`src/cpt_mul.sv`:
```
module cpt_mul #(
	parameter int WA = 32,
	parameter int WB = 32
) (
	input  logic                    clk,
	input  logic signed [WA-1:0]    a,
	input  logic signed [WB-1:0]    b,
	output logic signed [WA+WB-1:0] p
);

	localparam int C    = 26;
	localparam int NA   = (WA + C - 1) / C;
	localparam int NB   = (WB + C - 1) / C;
	localparam int PW   = WA + WB;
	localparam int ACCW = (NA + NB) * C;

	logic [WA-1:0]     aa;
	logic [WB-1:0]     bb;
	logic [NA*C-1:0]   ma_s1;
	logic [NB*C-1:0]   mb_s1;
	logic              neg_s1, neg_s2, neg_s3;
	logic [2*C-1:0]    pp_s2 [NA*NB];
	logic [ACCW-1:0]   acc;
	logic [PW-1:0]     sum_s3;

	assign aa = a[WA-1] ? WA'(-a) : WA'(a);
	assign bb = b[WB-1] ? WB'(-b) : WB'(b);

	// Stage 1: split into magnitudes and sign
	always_ff @(posedge clk) begin
		ma_s1  <= (NA*C)'(aa);
		mb_s1  <= (NB*C)'(bb);
		neg_s1 <= a[WA-1] ^ b[WB-1];
	end

	// Stage 2: narrow partial products
	always_ff @(posedge clk) begin
		for (int i = 0; i < NA; i++) begin
			for (int j = 0; j < NB; j++) begin
				pp_s2[i*NB+j] <= ma_s1[i*C +: C] * mb_s1[j*C +: C];
			end
		end
		neg_s2 <= neg_s1;
	end

	// Stage 3: add the shifted partials
	always_comb begin
		acc = '0;
		for (int i = 0; i < NA; i++) begin
			for (int j = 0; j < NB; j++) begin
				acc = acc + (ACCW'(pp_s2[i*NB+j]) << ((i + j) * C));
			end
		end
	end

	always_ff @(posedge clk) begin
		sum_s3 <= acc[PW-1:0];
		neg_s3 <= neg_s2;
	end

	// Stage 4: restore the sign
	always_ff @(posedge clk) begin
		p <= neg_s3 ? -$signed(sum_s3) : $signed(sum_s3);
	end

endmodule

```
`config.mk`:
```
export PLATFORM = sky130hd
export DESIGN_NAME = cpt_mul
export DESIGN_NICKNAME = d
export VERILOG_FILES = /design/src/cpt_mul.sv
export SDC_FILE = /design/constraint.sdc
export NUM_CORES = 2
export LEC_CHECK = 0
export BUFFER_PORTS_ARGS = -buffer_cell sky130_fd_sc_hd__buf_2
export CORE_MARGIN = 1
export CORE_UTILIZATION = 51
export CTS_CLUSTER_DIAMETER = 120
export CTS_CLUSTER_SIZE = 28
export DETAILED_ROUTE_END_ITERATION = 10
export GPL_ROUTABILITY_DRIVEN = 0
export HOLD_SLACK_MARGIN = 0.15
export PLACE_DENSITY = 0.67
export SETUP_SLACK_MARGIN = 0.05
export SKIP_LAST_GASP = 1
export SYNTH_ARGS = -nofsm -noshare
export SYNTH_HDL_FRONTEND = slang
export SYNTH_SLANG_ARGS = --single-unit
```
`constraint.sdc`:
```
create_clock -name clk -period 15.4 [get_ports clk]
set_clock_uncertainty 0.15 [all_clocks]
set_input_delay 0.77 -clock clk [delete_from_list [all_inputs] [get_ports clk]]
set_output_delay 0.77 -clock clk [all_outputs]
set_load 0.005 [all_outputs]
```
* Word-level counts from Yosys, hierarchy flattened *
Memories as Yosys holds them, arrays and structs flattened.
Cells that the tools add are included.

storage, ports and cells
  register bits after elaboration = 195
  bits in writable memories = 208
  bits of input ports = 65
  memories kept = 1

memories
  memory  words  width  read ports  clocked after memory_dff  wr ports  line  RTL
  pp_s2   4      52     4           0                         4         22    logic [2*C-1:0] pp_s2 [NA*NB];

operators by class
  add/subtract/negate cells = 6
  multiply operators = 4
  multiplexer cells = 3
  bitwise operators = 1

operator list
  cell              number
  $add A64 B64 Y64  2
  $add A52 B64 Y64  1
  $mux W64          1
  $neg A32 Y32      2
  $neg A64 Y64      1
  $mux W31          2
  $mul A26 B26 Y52  1
  $mul A26 B6 Y32   1
  $mul A6 B26 Y32   1
  $mul A6 B6 Y12    1
  $xor A1 B1 Y1     1

* Logic depth before layout (Yosys ltp) *
An unclocked memory read counts as a cell.

  depth after elaboration = 4
  gate-level depth with buffers = 28
  mapped depth without buffers = 26

* Least setup slack after synthesis *
OpenSTA, ideal clock, no wires.

  kind = register to register
  start point = register mb_s1[5]
  end point = memory pp_s2[0][37] in the netlist's numbering
  setup time = 0.127 ns
  data arrival time = 6.498 ns
  data required time = 15.123 ns
  setup slack = 8.625 ns
  cell stages (with the launch flop) = 27
  buffers on the path = 1
  clock period less this slack = 6.775 ns
  cell sequence = dfxtp_1 > clkbuf_1 > nand2_1 > fa_1 > inv_1 > fa_1 > inv_1 > fa_1 > inv_1 > fa_1 > inv_1 > fa_1 > inv_1 > fa_1 > inv_1 > fa_1 > inv_1 > ha_1 > a21oi_1 > o21bai_1 > a21oi_1 > o221ai_1 > a31o_2 > a21o_1 > a311oi_1 > o221ai_1 > xor2_1

RTL lines
  what                    line  RTL
  start, declared         20    logic [NB*C-1:0] mb_s1;
  start signal, assigned  32    mb_s1 <= (NB*C)'(bb);
  end, declared           22

==> results.md <==
- Core Region: 84,000 um2
- Worst Reg-to-Reg Cells: 26
- Postcts setup bufs: 0
- Critical Path RT: 15.76 ns
- Via count: 31,400
- Async SR Flop Fraction: 0%
- Total I/O pin count: 129
- CP endpoint kind: flop
- Final hold vios: 0
- Type of the tightest min-delay check: flop to flop
- Chip Width: 294 um
- # DRC: 0
- Worst setup startpoint: ma_s1[12]
- CTS tree: done
- Seq/Total Area, Yosys: 14.9%
- R2R Path Start: ma_s1[12]
- Critical Path Source Type: flop
- Die area: 86,200 um2
- Worst-path fanout max: 32
- Max-slew violation count: 0
- Max_slew headroom: 31.8%
- Via/cell ratio: 5.36
- Clk slew on worst S/H paths: 0.11 ns
- Worst hold slack: 0.182 ns
- Gr ovfl total: 0
- Layout cells sized above 1: 5.29%
- Global-route wire length before repair: 174 mm
- RSZ-0062 raised after global routing: false
- H-tree levels: 1
- DIE HEIGHT: 294 um
- Worst Tran Pin Value: 1.02 ns
- Final worst slack: 7.68 ns
- Post-synthesis average cell area: 9.15 um2
- Vias in the first global route: 32,800
- Max Root-Sink Buffers: 3
- Max-capacitance violation count: 0
- Final WL: 106 mm
- Port buffer count: 128
- 1st-pass router iterations: 8
- Antenna viol nets, final: 0
- Crit path arrival time: 8.07 ns
- Hold_sp: pp_s2[0][10]
- Final setup viols: 0
- DR iter-0 viols: 1,872
- Later-pin clock latency in the skew report: 0.57 ns
- Cell Rows: 106
- Cts bufs inserted: 19
- Synth-to-layout area growth: 5.35%
- DR WL/cell: 18.1 um
- Post-route clock period utilization: 50.1%
- Nets: 5,931
- Critical path type: flop to flop
- Initial Util: 51.7%
- Cell area after synthesis: 43,400 um2
- Post-synth EDFFs: 0
- Fmax: 130 MHz
- Primary FF master, synth: dfxtp_1
- Clock Tree Root: clkbuf_16
- Fill count: 7,679
- Worst hold path depth: 0
- Seq cells post-synth: 323
- Min cycle time layout: 7.72 ns
- Fin Setup TNS: 0 ns
- Place WS: 7.76 ns
- Outcome: finished, final reports clean
- # clock sinks: 323
- Synth Warn #: 0
- All-layer global routing usage: 25.6%
- DP HPWL: 81.7 mm
- ANT cells: 0
- Syn Nets: 5,952
- Synth cell types: 66
- Largest net degree at the start of global routing: 65
- Cells after Synth: 4,743
- Antenna violations before repair: 1
[Yosys cell counts, drive strengths merged (47+ instances only)]
master / instances / area (um2)
dfxtp: 323 / 6470
xnor2: 204 / 1790
inv: 863 / 3240
nand2: 741 / 2780
a21oi: 135 / 676
and2: 413 / 2580
clkbuf: 225 / 845
ha: 326 / 4080
o21ai: 118 / 591
fa: 818 / 16400
nor2: 91 / 342
a21o: 66 / 495
xor2: 47 / 412
[cells by family after synthesis]
kind of cell             share of synthesized area, %
AND/OR/NAND/NOR                                  16.0
multiplexers                                   0.0231
buffers and inverters                            9.45
XOR/XNOR                                         5.07
AO/OA/AOI/OAI                                    7.37
adder cells (fa/ha/maj)                          47.2
flip-flops                                       14.9
[final cells by class]
class / instances / area [um2] / share of cell area [%]
multi-input combinational: 3328 / 32800 / 71.8
sequential: 323 / 6480 / 14.2
inverter: 863 / 3240 / 7.09
tap: 1134 / 1420 / 3.11
timing repair buffer: 187 / 1090 / 2.38
clock buffer: 19 / 475 / 1.04
clock inverter: 9 / 185 / 0.405
[final timing paths]
check / slack, ns / endpoint
worst min-delay path: 0.18 / sum_s3[10]
worst min register to register: 0.18 / sum_s3[10]
worst max-delay path: 7.68 / pp_s2[0][49]
worst max register to register: 7.68 / pp_s2[0][49]
[worst max-delay path: stages, from the launching register on]
cell and delay (ns):
dfxtp_2 0.90, nand2_1 0.17, fa_1 0.54, inv_1 0.05, fa_1 0.48, inv_1 0.06
fa_1 0.53, inv_1 0.05, fa_1 0.49, inv_1 0.05, fa_1 0.53, inv_1 0.05
fa_1 0.48, inv_1 0.05, fa_1 0.47, inv_1 0.04, ha_1 0.36, a21oi_1 0.25
o21ai_0 0.14, a21o_1 0.18, a31oi_1 0.14, o21ai_0 0.23, a31oi_1 0.38, o31a_1 0.30
o211ai_1 0.15, a41oi_1 0.28, xnor2_1 0.14
[per-stage QoR]
| step | util [%] | std cells | area, um2 |
|---|---|---|---|
| floorplan | - | 4743 | 43400 |
| global placement | 53.6 | 5834 | 45000 |
| detailed placement | 53.6 | 5834 | 45000 |
| CTS | 54.4 | 5863 | 45700 |
| global route | 54.4 | 5863 | 45700 |
| finish | 54.4 | 5863 | 45700 |
[layer usage]
layer	wire (um)	part of all wire (%)	vias up	GRT usage, %
met3	8850	8.3	191	4.63
met5	20	0.019	-	0
li1	-	-	14400	-
met1	46100	43	15700	35.1
met2	48500	46	1120	41.9
met4	2920	2.7	2	6.87
[flip-flops by register name (all words and copies together), names as in the netlist]
name and cells:
neg_s1 1, neg_s3 1, mb_s1 32, pp_s2 128
ma_s1 32, p 64, sum_s3 64, neg_s2 1
[repair_timing]
| item | 4_1_cts | 5_1_grt |
|---|---|---|
| hold endpoints to repair | 1 | 0 |
| hold buffers | 1 | 0 |
| resized for setup | 0 | 0 |
[layout by cell type (no fill, tap or decap), types with 6 or more instances in the layout]
master	Yosys	layout
nor2_1	91	91
nand2_1	740	740
or2_2	8	8
inv_1	863	863
nand3_1	27	27
nand3b_1	6	6
nor4_1	9	9
o21bai_1	26	26
buf_4	0	58
and2_1	412	412
a21boi_0	6	6
xor2_1	47	47
and3_1	11	11
clkbuf_16	0	19
nand2b_1	20	20
nor2b_1	14	14
ha_1	326	326
dfxtp_2	0	12
dfxtp_1	323	311
o31ai_1	39	39
a31oi_1	16	16
or3_1	11	11
nor3_1	19	19
a21o_1	66	66
a211oi_1	14	14
a21oi_1	135	135
o21ai_0	118	118
buf_2	1	128
o41ai_1	21	21
o21a_1	19	19
fa_1	818	818
xnor2_1	204	204
or4_1	17	17
nand4_1	21	21
Power is not shown: default switching activity piles up to over one toggle a cycle in this logic, so the estimate is an artifact.
